[src/hc_pkg.sv]
// shared types, register indexes, status codes and byte arithmetic helpers
// for the 2x2 byte hill cipher; no dependencies
`default_nettype none

package hc_pkg;

  localparam int CFG_IDX_W = 3;
  localparam int CFG_DATA_W = 8;

  localparam logic [CFG_IDX_W-1:0] CFG_KEY_A = 3'd0;
  localparam logic [CFG_IDX_W-1:0] CFG_KEY_B = 3'd1;
  localparam logic [CFG_IDX_W-1:0] CFG_KEY_C = 3'd2;
  localparam logic [CFG_IDX_W-1:0] CFG_KEY_D = 3'd3;
  localparam logic [CFG_IDX_W-1:0] CFG_MODE  = 3'd4;

  localparam logic [1:0] STAT_OK  = 2'd0;
  localparam logic [1:0] STAT_KEY = 2'd1;
  localparam logic [1:0] STAT_ODD = 2'd2;
  localparam logic [1:0] STAT_PAD = 2'd3;

  // working matrix [a b; c d]
  typedef struct packed {
    logic [7:0] a;
    logic [7:0] b;
    logic [7:0] c;
    logic [7:0] d;
  } wm_t;

  // matrix unit status toward the front end and core
  typedef struct packed {
    logic dec_cfg;
    logic dec_msg;
    logic setup;
    logic key_bad;
  } mctl_t;

  // one item that closes a pair or ends a message
  typedef struct packed {
    logic [7:0] x;
    logic [7:0] y;
    logic       last;
    logic       dec;
    logic       pend;
    logic       held;
  } job_t;

  typedef struct packed {
    logic [7:0] data;
    logic       vld;
    logic       last;
    logic [1:0] status;
  } res_t;

  typedef logic [127:0][7:0] inv_tbl_t;

  function automatic logic [7:0] mul8(input logic [7:0] a, input logic [7:0] b);
    logic [15:0] p;
    p = a * b;
    return p[7:0];
  endfunction

  // inverse mod 256 of odd value 2*i+1, newton iteration
  function automatic inv_tbl_t build_inv_tbl();
    inv_tbl_t   t;
    logic [7:0] v;
    logic [7:0] x;
    for (int i = 0; i < 128; i++) begin
      v = 8'(2 * i + 1);
      x = v;
      for (int k = 0; k < 3; k++) begin
        x = mul8(x, 8'd2 - mul8(v, x));
      end
      t[i] = x;
    end
    return t;
  endfunction

  localparam inv_tbl_t INV_TBL = build_inv_tbl();

endpackage

`default_nettype wire

[src/hc_matrix.sv]
// configuration registers and per-message working matrix setup
// depends on hc_pkg (types, register indexes, inverse table)
`default_nettype none

module hc_matrix (
  input  logic                           clk,
  input  logic                           rst_n,
  input  logic                           cfg_we,
  input  logic [hc_pkg::CFG_IDX_W-1:0]   cfg_index,
  input  logic [hc_pkg::CFG_DATA_W-1:0]  cfg_data,
  input  logic                           start,
  output hc_pkg::wm_t                    wm,
  output hc_pkg::mctl_t                  ctl
);

  logic [7:0]  key_a_r, key_b_r, key_c_r, key_d_r;
  logic        mode_r;
  hc_pkg::wm_t wm_r;
  hc_pkg::wm_t inv_nxt;
  logic [6:0]  det_hi_r;
  logic        dec_msg_r;
  logic        setup_r;
  logic        kb_r;
  logic [7:0]  det;
  logic [7:0]  inv;

  assign det = hc_pkg::mul8(key_a_r, key_d_r) - hc_pkg::mul8(key_b_r, key_c_r);
  assign inv = hc_pkg::INV_TBL[det_hi_r];

  always_comb begin
    inv_nxt.a = hc_pkg::mul8(wm_r.d, inv);
    inv_nxt.b = hc_pkg::mul8(8'd0 - wm_r.b, inv);
    inv_nxt.c = hc_pkg::mul8(8'd0 - wm_r.c, inv);
    inv_nxt.d = hc_pkg::mul8(wm_r.a, inv);
  end

  always_ff @(posedge clk) begin
    if (!rst_n) begin
      key_a_r   <= 8'd1;
      key_b_r   <= 8'd0;
      key_c_r   <= 8'd0;
      key_d_r   <= 8'd1;
      mode_r    <= 1'b0;
      dec_msg_r <= 1'b0;
      setup_r   <= 1'b0;
      kb_r      <= 1'b0;
      wm_r      <= '0;
    end else begin
      if (cfg_we) begin
        case (cfg_index)
          hc_pkg::CFG_KEY_A: key_a_r <= cfg_data;
          hc_pkg::CFG_KEY_B: key_b_r <= cfg_data;
          hc_pkg::CFG_KEY_C: key_c_r <= cfg_data;
          hc_pkg::CFG_KEY_D: key_d_r <= cfg_data;
          hc_pkg::CFG_MODE:  mode_r  <= cfg_data[0];
          default: ;
        endcase
      end
      if (start) begin
        wm_r      <= '{a: key_a_r, b: key_b_r, c: key_c_r, d: key_d_r};
        det_hi_r  <= det[7:1];
        kb_r      <= ~det[0];
        dec_msg_r <= mode_r;
        setup_r   <= 1'b1;
      end else if (setup_r) begin
        setup_r <= 1'b0;
        if (dec_msg_r) begin
          wm_r <= kb_r ? '0 : inv_nxt;
        end
      end
    end
  end

  assign wm          = wm_r;
  assign ctl.dec_cfg = mode_r;
  assign ctl.dec_msg = dec_msg_r;
  assign ctl.setup   = setup_r;
  assign ctl.key_bad = kb_r;

endmodule

`default_nettype wire

[src/hc_front.sv]
// input side: byte pairing, message tracking and the job register
// depends on hc_pkg (job and control types)
`default_nettype none

module hc_front (
  input  logic          clk,
  input  logic          rst_n,
  input  logic          in_valid,
  output logic          in_stall,
  input  logic [7:0]    in_data_byte,
  input  logic          in_end_of_message,
  input  hc_pkg::mctl_t ctl,
  input  logic          job_take,
  output logic          start,
  output hc_pkg::job_t  job,
  output logic          job_valid
);

  logic         pend_r;
  logic [7:0]   pend_byte_r;
  logic         held_v_r;
  logic         active_r;
  logic         job_v_r;
  hc_pkg::job_t job_r;
  logic         accept;
  logic         dec;
  logic         makes_job;

  assign in_stall  = ctl.setup || (job_v_r && !job_take);
  assign accept    = in_valid && !in_stall;
  assign start     = accept && !active_r;
  assign dec       = active_r ? ctl.dec_msg : ctl.dec_cfg;
  assign makes_job = pend_r || in_end_of_message;

  always_ff @(posedge clk) begin
    if (!rst_n) begin
      pend_r   <= 1'b0;
      held_v_r <= 1'b0;
      active_r <= 1'b0;
      job_v_r  <= 1'b0;
    end else begin
      if (accept && makes_job) begin
        job_v_r <= 1'b1;
      end else if (job_take) begin
        job_v_r <= 1'b0;
      end
      if (accept) begin
        if (in_end_of_message) begin
          pend_r   <= 1'b0;
          held_v_r <= 1'b0;
          active_r <= 1'b0;
        end else begin
          active_r <= 1'b1;
          if (pend_r) begin
            pend_r <= 1'b0;
            if (dec) begin
              held_v_r <= 1'b1;
            end
          end else begin
            pend_r <= 1'b1;
          end
        end
      end
    end
  end

  // payload
  always_ff @(posedge clk) begin
    if (accept) begin
      if (!pend_r) begin
        pend_byte_r <= in_data_byte;
      end
      if (makes_job) begin
        job_r.x    <= pend_r ? pend_byte_r : in_data_byte;
        job_r.y    <= pend_r ? in_data_byte : 8'd1;
        job_r.last <= in_end_of_message;
        job_r.dec  <= dec;
        job_r.pend <= pend_r;
        job_r.held <= held_v_r;
      end
    end
  end

  assign job       = job_r;
  assign job_valid = job_v_r;

endmodule

`default_nettype wire

[src/hc_core.sv]
// pair transform, result group building and result sequencing
// depends on hc_pkg (types, status codes, mul8)
`default_nettype none

module hc_core (
  input  logic          clk,
  input  logic          rst_n,
  input  hc_pkg::job_t  job,
  input  logic          job_valid,
  input  hc_pkg::wm_t   wm,
  input  hc_pkg::mctl_t ctl,
  output logic          job_take,
  output logic          out_valid,
  input  logic          out_stall,
  output logic [7:0]    out_byte,
  output logic          out_byte_valid,
  output logic          out_last_of_message,
  output logic [1:0]    out_status
);

  function automatic hc_pkg::res_t mk_res(input logic [7:0] d, input logic v,
                                          input logic l, input logic [1:0] s);
    hc_pkg::res_t r;
    r.data   = d;
    r.vld    = v;
    r.last   = l;
    r.status = s;
    return r;
  endfunction

  hc_pkg::res_t grp_r [4];
  hc_pkg::res_t grp_nxt [4];
  logic [1:0]   idx_r;
  logic [1:0]   lastidx_r;
  logic         grp_v_r;
  logic [15:0]  held_pair_r;
  logic [2:0]   n;
  logic [7:0]   p_hi, p_lo, t_hi, t_lo, sum_ab, sum_cd;
  logic         free;
  logic         kb;

  assign kb     = ctl.key_bad;
  assign p_hi   = hc_pkg::mul8(wm.a, job.x) + hc_pkg::mul8(wm.b, job.y);
  assign p_lo   = hc_pkg::mul8(wm.c, job.x) + hc_pkg::mul8(wm.d, job.y);
  assign sum_ab = wm.a + wm.b;
  assign sum_cd = wm.c + wm.d;
  assign t_hi   = {sum_ab[6:0], 1'b0};
  assign t_lo   = {sum_cd[6:0], 1'b0};

  always_comb begin
    for (int i = 0; i < 4; i++) begin
      grp_nxt[i] = '0;
    end
    n = 3'd0;
    if (!job.dec) begin
      if (!job.pend) begin
        if (kb) begin
          grp_nxt[n[1:0]] = mk_res(8'd0, 1'b0, 1'b1, hc_pkg::STAT_KEY);
          n = n + 3'd1;
        end else begin
          grp_nxt[n[1:0]] = mk_res(p_hi, 1'b1, 1'b0, hc_pkg::STAT_OK);
          n = n + 3'd1;
          grp_nxt[n[1:0]] = mk_res(p_lo, 1'b1, 1'b1, hc_pkg::STAT_OK);
          n = n + 3'd1;
        end
      end else begin
        grp_nxt[n[1:0]] = mk_res(p_hi, 1'b1, 1'b0, hc_pkg::STAT_OK);
        n = n + 3'd1;
        grp_nxt[n[1:0]] = mk_res(p_lo, 1'b1, 1'b0, hc_pkg::STAT_OK);
        n = n + 3'd1;
        if (job.last) begin
          if (kb) begin
            grp_nxt[n[1:0]] = mk_res(8'd0, 1'b0, 1'b1, hc_pkg::STAT_KEY);
            n = n + 3'd1;
          end else begin
            grp_nxt[n[1:0]] = mk_res(t_hi, 1'b1, 1'b0, hc_pkg::STAT_OK);
            n = n + 3'd1;
            grp_nxt[n[1:0]] = mk_res(t_lo, 1'b1, 1'b1, hc_pkg::STAT_OK);
            n = n + 3'd1;
          end
        end
      end
    end else begin
      if (job.held) begin
        grp_nxt[n[1:0]] = mk_res(held_pair_r[15:8], 1'b1, 1'b0, hc_pkg::STAT_OK);
        n = n + 3'd1;
        grp_nxt[n[1:0]] = mk_res(held_pair_r[7:0], 1'b1, 1'b0, hc_pkg::STAT_OK);
        n = n + 3'd1;
      end
      if (!job.pend) begin
        grp_nxt[n[1:0]] = mk_res(8'd0, 1'b0, 1'b1,
                                 kb ? hc_pkg::STAT_KEY : hc_pkg::STAT_ODD);
        n = n + 3'd1;
      end else if (job.last) begin
        if (kb) begin
          grp_nxt[n[1:0]] = mk_res(8'd0, 1'b0, 1'b1, hc_pkg::STAT_KEY);
        end else if (p_lo == 8'd1) begin
          grp_nxt[n[1:0]] = mk_res(p_hi, 1'b1, 1'b1, hc_pkg::STAT_OK);
        end else if (p_lo == 8'd2 && p_hi == 8'd2) begin
          grp_nxt[n[1:0]] = mk_res(8'd0, 1'b0, 1'b1, hc_pkg::STAT_OK);
        end else begin
          grp_nxt[n[1:0]] = mk_res(8'd0, 1'b0, 1'b1, hc_pkg::STAT_PAD);
        end
        n = n + 3'd1;
      end
    end
  end

  // group slot frees when its final result transfers
  assign free     = !grp_v_r || (!out_stall && idx_r == lastidx_r);
  assign job_take = job_valid && !ctl.setup && free;

  always_ff @(posedge clk) begin
    if (!rst_n) begin
      grp_v_r   <= 1'b0;
      idx_r     <= 2'd0;
      lastidx_r <= 2'd0;
    end else if (job_take) begin
      grp_v_r   <= n != 3'd0;
      idx_r     <= 2'd0;
      lastidx_r <= 2'(n - 3'd1);
    end else if (grp_v_r && !out_stall) begin
      if (idx_r == lastidx_r) begin
        grp_v_r <= 1'b0;
      end else begin
        idx_r <= idx_r + 2'd1;
      end
    end
  end

  // payload
  always_ff @(posedge clk) begin
    if (job_take) begin
      for (int i = 0; i < 4; i++) begin
        grp_r[i] <= grp_nxt[i];
      end
      if (job.dec && job.pend) begin
        held_pair_r <= {p_hi, p_lo};
      end
    end
  end

  assign out_valid           = grp_v_r;
  assign out_byte            = grp_r[idx_r].data;
  assign out_byte_valid      = grp_r[idx_r].vld;
  assign out_last_of_message = grp_r[idx_r].last;
  assign out_status          = grp_r[idx_r].status;

endmodule

`default_nettype wire

[src/hill_cipher_2x2_byte_stream.sv]
// 2x2 hill cipher over bytes mod 256 with block-2 padding and unpadding
// top level: instantiates hc_matrix, hc_front and hc_core; uses hc_pkg
//
// input channel: one message byte per transfer (in_valid / in_stall), with
// in_end_of_message on the last byte. result channel: one result per transfer
// (out_valid / out_stall); a message ends with a result that has
// out_last_of_message set, and a nonzero out_status marks a failed message.
// config port: cfg_we writes cfg_data into the register at cfg_index
// (0..3 key a..d, 4 decrypt mode); the values are taken at each message start.
// a byte that completes a pair or ends a message passes the job register and
// then the result group register before its first result appears; the first
// byte of a message also waits while the working matrix (or its inverse mod
// 256) is set up. throughput: one result per cycle on the output while
// out_stall is low; an item gives up to four results, so a run of pairs
// sustains one byte per cycle, padding and the end of a message add results,
// and the input is stalled during that setup at each message start.
// reset clears all control state and loads the identity key in encrypt mode.
// a stall on the output holds the current result; one more job waits in the
// job register, after which the input is stalled.
`default_nettype none

module hill_cipher_2x2_byte_stream (
  input  logic                           clk,
  input  logic                           rst_n,
  input  logic                           in_valid,
  output logic                           in_stall,
  input  logic [7:0]                     in_data_byte,
  input  logic                           in_end_of_message,
  output logic                           out_valid,
  input  logic                           out_stall,
  output logic [7:0]                     out_byte,
  output logic                           out_byte_valid,
  output logic                           out_last_of_message,
  output logic [1:0]                     out_status,
  input  logic                           cfg_we,
  input  logic [hc_pkg::CFG_IDX_W-1:0]   cfg_index,
  input  logic [hc_pkg::CFG_DATA_W-1:0]  cfg_data
);

  hc_pkg::wm_t   wm;
  hc_pkg::mctl_t ctl;
  hc_pkg::job_t  job;
  logic          job_valid;
  logic          job_take;
  logic          start;

  hc_matrix u_matrix (
    .clk       (clk),
    .rst_n     (rst_n),
    .cfg_we    (cfg_we),
    .cfg_index (cfg_index),
    .cfg_data  (cfg_data),
    .start     (start),
    .wm        (wm),
    .ctl       (ctl)
  );

  hc_front u_front (
    .clk               (clk),
    .rst_n             (rst_n),
    .in_valid          (in_valid),
    .in_stall          (in_stall),
    .in_data_byte      (in_data_byte),
    .in_end_of_message (in_end_of_message),
    .ctl               (ctl),
    .job_take          (job_take),
    .start             (start),
    .job               (job),
    .job_valid         (job_valid)
  );

  hc_core u_core (
    .clk                 (clk),
    .rst_n               (rst_n),
    .job                 (job),
    .job_valid           (job_valid),
    .wm                  (wm),
    .ctl                 (ctl),
    .job_take            (job_take),
    .out_valid           (out_valid),
    .out_stall           (out_stall),
    .out_byte            (out_byte),
    .out_byte_valid      (out_byte_valid),
    .out_last_of_message (out_last_of_message),
    .out_status          (out_status)
  );

endmodule

`default_nettype wire
[config.mk]
export PLATFORM = sky130hd
export DESIGN_NAME = hill_cipher_2x2_byte_stream
export DESIGN_NICKNAME = d
export VERILOG_FILES = /design/src/hc_pkg.sv /design/src/hc_matrix.sv /design/src/hc_front.sv /design/src/hc_core.sv /design/src/hill_cipher_2x2_byte_stream.sv
export SDC_FILE = /design/constraint.sdc
export NUM_CORES = 1
export LEC_CHECK = 0
export ABC_AREA = 1
export BUFFER_PORTS_ARGS = -buffer_cell sky130_fd_sc_hd__buf_2
export CORE_UTILIZATION = 60
export CTS_BUF_LIST = sky130_fd_sc_hd__clkbuf_16
export CTS_CLUSTER_SIZE = 24
export DETAILED_ROUTE_END_ITERATION = 10
export PLACE_DENSITY = 0.81
export SLEW_MARGIN = 30
export SYNTH_ARGS = -nofsm -noshare
export SYNTH_HDL_FRONTEND = slang
export SYNTH_SLANG_ARGS = --single-unit
[constraint.sdc]
create_clock -name clk -period 5.95 [get_ports clk]
set_input_delay 0.8925 -clock clk [delete_from_list [all_inputs] [get_ports clk]]
set_output_delay 0.8925 -clock clk [all_outputs]
set_load 0.03 [all_outputs]
Word level (Yosys, flattened, before mapping)
Memories as Yosys holds them, arrays and structs flattened. A register that Yosys moved wholly into a read port is not among the register bits.
Index checks and enable logic that the tools add are counted.
- bits of input ports: 25
- flip-flop bits (word level): 128
- RAM bits: 48
- output and inout port bits: 14
- memory bits (read-only): 1024
- memories kept: 2
- memory list (name ; depth ; bits a word ; rd ports ; clocked after memory_dff ; write ports ; RTL line ; source):
    (name not given) ; 128 ; 8 ; 1 ; 1 ; 0 ; hc_matrix.sv:28 ; assign inv = hc_pkg::INV_TBL[det_hi_r];
    u_core.grp_r ; 4 ; 12 ; 1 ; 1 ; 4 ; hc_core.sv:31 ; hc_pkg::res_t grp_r [4];
- $lt $le $gt $ge: 3
- reduce and logical (&&, ||, !) cells: 42
- $mul: 10
- add/subtract/negate cells: 10
- mux-type cells: 53
- bitwise logic cells: 13
- equality and inequality tests: 8
- operators by type and width (kind ; count):
    $mux W48 ; 6
    $mux W32 ; 4
    $mux W24 ; 5
    $bwmux W48 ; 2
    $mul A8 B8 Y8 ; 10
    $mux W12 ; 5
    $and A44 B44 Y44 ; 1
    $not A44 Y44 ; 1
    $and A40 B40 Y40 ; 1
    $not A40 Y40 ; 1
    $and A36 B36 Y36 ; 1
    $not A36 Y36 ; 1
    $demux W12 S2 ; 1
    $reduce_and A2 Y1 ; 11
    $mux W3 ; 7
    $add A8 B8 Y8 ; 2
    $eq A8 B2 Y1 const B ; 2
    $mux W8 ; 2
    $sub A1 B8 Y8 const A ; 2
    $mux W1 ; 15
    $add A7 B7 Y7 ; 2
    $reduce_bool A2 Y1 ; 7
    $or A12 B12 Y12 ; 1
    $logic_and A1 B1 Y1 ; 11
    other kinds (24) ; 38

Longest topological paths before layout
- depth in word-level cells: 15
- gate-level depth with buffers: 32
- depth with buffers taken out: 30

Modules after synthesis
From an unflattened synthesis, not the netlist that was laid out.
- cells, all modules: 2575
- area, all modules: 18975.7 um^2
- by module, submodules not included (module ; seq. area each (um^2) ; instances ; cells each ; area an instance (um^2)):
    hc_matrix ; 1711.6 ; 1 ; 1426 ; 9833.2
    hc_core ; 1881.8 ; 1 ; 1050 ; 7915.1
    hc_front ; 920.9 ; 1 ; 99 ; 1227.4

Worst setup path after synthesis
OpenSTA, ideal clock, no wires.
- path kind: flip-flop to flip-flop
- from: reg u_front.job_r, in the netlist u_front.job[13]
- to: mem u_core.grp_r[2][10] (netlist bit) (data pin)
- stages on the path, launching flop included: 20
- required time: 5.808 ns
- data arrival time: 5.254 ns
- buffers on the path: 2
- setup slack: 0.554 ns
- library setup time: 0.142 ns
- path through: edfxtp_1 -> buf_4 -> clkbuf_1 -> nand2_1 -> fa_1 -> fa_1 -> fa_1 -> inv_1 -> fa_1 -> inv_1 -> fa_1 -> fa_1 -> inv_1 -> ha_1 -> xor2_1 -> nor3_1 -> nand4_4 -> nor2_8 -> nand2_4 -> o21ai_2
- RTL lines (item ; RTL line ; source):
    from (decl) ; hc_front.sv:24 ; hc_pkg::job_t job_r;
    to (decl) ; hc_core.sv:31 ;

==> results.py <==
metrics = {
    "timing": {
        "tns_ns": 0,
        "drv_slew": 0,
        "finalCriticalPeriod_ns": 5.64,
        "hold_ws_ns": 0.445,
        "tightest_slew_ns": 0.773,
        "clock_skew_ns": 0.0119,
        "max_freq_mhz": 177,
        "setup_ws_ns": 0.313,
        "fin_crit_sh_pct": 94.7,
        "slew_headroom_pct": 48.4,
        "finalSetupViolations": 0,
        "hold_viol": 0,
    },
    "setup_path": {
        "arrival_ns": 5.95,
        "path_cells": "buf_4 > nand2_1 > fa_1 > inv_1 > ha_1 > inv_1 > fa_1 > inv_1 > fa_1 > fa_1 > fa_1 > ha_1 > a21oi_1 > o21ai_0 > xor2_1 > nor3_2 > nand4_4 > nor2_8 > nand2_4 > o21ai_2",
        "path_class": "reg -> reg",
        "worstPathRequired_ns": 6.26,
        "start_kind": "flop",
        "crit_top_cell": "fa_1",
        "crit_slowest_cell": "fa_1",
        "critPathCaptureType": "flop",
        "crit_fanout": 11,
        "max_stage_delay_ns": 0.56,
    },
    "global_route": {
        "grt.overflow.total": 0,
        "grt.total_usage_pct": 32.5,
        "grt_pass1_wl_um": 81800,
        "grt_pass1_vias": 15900,
        "antenna_found_initial": 1,
        "grt_max_degree": 74,
    },
    "place": {
        "gp_congestion": 0.967,
        "port_buffers": 38,
        "dp_hpwl_um": 40600,
        "dpl-instance-area_um2": 19400,
        "post-place-cells": 2878,
        "place_ws_ns": 0.213,
    },
    "layout": {
        "fin_cells": 2925,
        "fin_nets": 2878,
        "final_util_pct": 65.4,
        "fin_area_um2": 20100,
        "diodes": 0,
        "syn_to_final_growth_pct": 6.44,
        "drive_gt1_share_pct": 7.39,
    },
    "power": {
        "vdd_ir_drop_max_mv": 0.269,
        "power_density_nw_per_um2": 180,
        "clock_power_share_pct": 32.1,
        "pwr-share-comb_pct": 26.6,
        "switchingPower_mw": 1.31,
        "pwr-share-seq_pct": 41.3,
        "swShare_pct": 36.1,
        "p_int_mw": 2.31,
        "finalPower_mw": 3.62,
        "leakage_nw": 11.3,
    },
    "detailed_routing": {
        "drc": 2,
        "avgViaCountPerCell": 5.49,
        "drt_iter0_markers": 1447,
        "drt.antenna.violating_nets": 0,
        "via_count": 16100,
        "wl_um": 50800,
        "firstDrtPassIters": 10,
        "wire_per_inst_um": 17.4,
    },
    "clock_tree": {
        "clkTransAtPathRegs_ns": 0.07,
        "ctsHoldBuffers": 0,
        "cts_tree": "built",
        "cts.path.max_buffers": 2,
        "clk_latency_ns": 0.46,
        "cts_buffers": 17,
        "clock-sinks": 179,
        "htreeDepth": 4,
        "root_buffer": "clkbuf_16",
    },
    "worst_hold_path": {
        "hp-class": "reg -> reg",
    },
    "die": {
        "initial_core_util_pct": 61.4,
        "die_x_um": 179,
        "ioPinCount": 39,
        "die_h_um": 179,
        "fp-row-count": 64,
        "die_area_um2": 32200,
        "core_area_um2": 30700,
    },
    "synth": {
        "synth_area_um2": 18900,
        "ys_seq_area_share_pct": 23.9,
        "synth_flop_cell": "edfxtp_1",
        "synthArstFlopShare_pct": 0,
        "synth_area_per_cell_um2": 7.56,
        "synth_seq_cells": 179,
        "synth_nets": 2860,
        "synth.distinct_cells": 54,
        "synth_edf_count": 93,
        "yosysWarnings": 0,
        "synth_cells": 2498,
    },
    "status": {
        "violations": "design-rule violations",
        "outcome": "finished with violations",
    },
    "job": {
        "drv_cap": 0,
    },
}
cell usage in the layout (no fill, tap or decap), types with 3 or more instances in the layout:
cell / synthesis / routed
o21ai_1: 3 / 3
a22oi_1: 4 / 4
xnor2_1: 58 / 58
o21ai_2: 6 / 6
inv_6: 0 / 4
nand2_1: 659 / 659
o221ai_1: 19 / 19
or2_1: 3 / 3
buf_2: 22 / 38
xor2_1: 54 / 54
nand3_1: 86 / 86
clkbuf_16: 0 / 17
a21o_1: 4 / 4
nand3b_1: 6 / 6
inv_1: 598 / 599
buf_4: 11 / 54
nand2_2: 30 / 30
a31oi_1: 4 / 4
nor2_1: 100 / 100
dfxtp_1: 86 / 86
nand4_1: 27 / 27
o22ai_1: 9 / 9
a21oi_1: 72 / 70
ha_1: 192 / 192
nor3_1: 7 / 5
inv_8: 0 / 4
fa_1: 145 / 145
o21ai_0: 85 / 85
inv_2: 9 / 9
a22o_1: 7 / 7
o211ai_1: 8 / 8
clkinv_1: 3 / 5
edfxtp_1: 93 / 93
nand3_2: 4 / 4
registers in the layout, summed over array words and instances (netlist names), 2 cells and up, named ones only:
| register | cells |
|---|---|
| u_core.grp_r | 42 |
| u_matrix.key_b_r | 8 |
| u_matrix.wm | 32 |
| u_core.idx_r | 2 |
| u_matrix.key_d_r | 8 |
| u_matrix.key_a_r | 8 |
| u_core.lastidx_r | 2 |
| u_front.pend_byte_r | 8 |
| u_matrix.det_hi_r | 7 |
| u_front.job | 20 |
| u_matrix.key_c_r | 8 |
| u_matrix.inv | 7 |
| u_core.held_pair_r | 16 |
power groups by stage:
stage	sequential, mW	combinational (mW)	clock, mW
finish	1.49	0.963	1.16
CTS	1.49	0.937	1.17
floorplan	1.45	0.710	0
global placement	1.52	0.902	0
global route	1.50	1.07	1.22
detailed placement	1.52	0.929	0
layer usage:
| metal | routed length [um] | share of wire (%) | vias to the layer above | GRT usage [%] |
|---|---|---|---|---|
| met2 | 24600 | 48 | 659 | 54.9 |
| met1 | 19700 | 39 | 7578 | 39.2 |
| li1 | - | - | 7644 | - |
| met5 | 13 | 0.026 | - | 0 |
| met4 | 2910 | 5.7 | 2 | 18.9 |
| met3 | 3610 | 7.1 | 172 | 5.61 |
cell type report:
cell class                 count  area, um^2
multi-input combinational   1616       11600
sequential                   179        4510
inverter                     610        2290
clock inverter                15         161
fill                        2576       10600
clock buffer                  17         425
timing repair buffer          92         596
tap                          396         495
critical path: cells and delay by family (launching register included):
kind | cells | cell delay, ns
simple gates | 5 | 0.92
xor+xnor | 1 | 0.19
compound gates | 3 | 0.47
buf+inv | 4 | 0.38
flops | 1 | 0.44
fa+ha+maj | 7 | 3.11
cells in the mapped netlist, types with 4 or more instances:
master,count,area share (%)
nand2_1,659,13
inv_1,598,12
ha_1,192,13
fa_1,145,15
nor2_1,100,2.0
edfxtp_1,93,15
dfxtp_1,86,9.1
nand3_1,86,2.3
o21ai_0,85,2.3
a21oi_1,72,1.9
xnor2_1,58,2.7
xor2_1,54,2.5
clkbuf_1,47,0.93
nand2_2,30,0.99
nand4_1,27,0.89
buf_2,22,0.58
o221ai_1,19,0.88
buf_4,11,0.44
inv_2,9,0.18
o22ai_1,9,0.30
buf_6,8,0.48
o211ai_1,8,0.32
a22o_1,7,0.32
nor3_1,7,0.19
nand3b_1,6,0.24
o21ai_2,6,0.28
a21o_1,4,0.16
a22oi_1,4,0.16
a31oi_1,4,0.13
buf_1,4,0.079
nand3_2,4,0.21
what timing repair did:
| action | CTS | global route |
|---|---|---|
| setup endpoints to repair | 0 | 21 |
| gates resized for setup | 0 | 2 |
| buffers inserted | 0 | 15 |
path summary, 6_finish.rpt:
check	start	endpoint	cells past startpoint	slack [ns]
worst min-delay path	u_front.held_v_r$_SDFFE_PN0P_	u_front.job[0]$_DFFE_PP_	0	0.44
worst max register to register	u_front.job[13]$_DFFE_PP_	u_core.grp_r[2][6]$_DFFE_PP_	20	0.31
worst max-delay path	u_front.job[13]$_DFFE_PP_	u_core.grp_r[2][6]$_DFFE_PP_	20	0.31
worst min register to register	u_front.held_v_r$_SDFFE_PN0P_	u_front.job[0]$_DFFE_PP_	0	0.44
logic make-up after synthesis:
family / share of synthesized area, %
AND/OR/NAND/NOR: 20.9
XOR/XNOR: 5.19
flip-flops: 23.9
buffers and inverters: 14.7
AO/OA/AOI/OAI: 7.29
adder cells (fa/ha/maj): 28.1
Note: power is estimated with default switching activity, not from simulation.
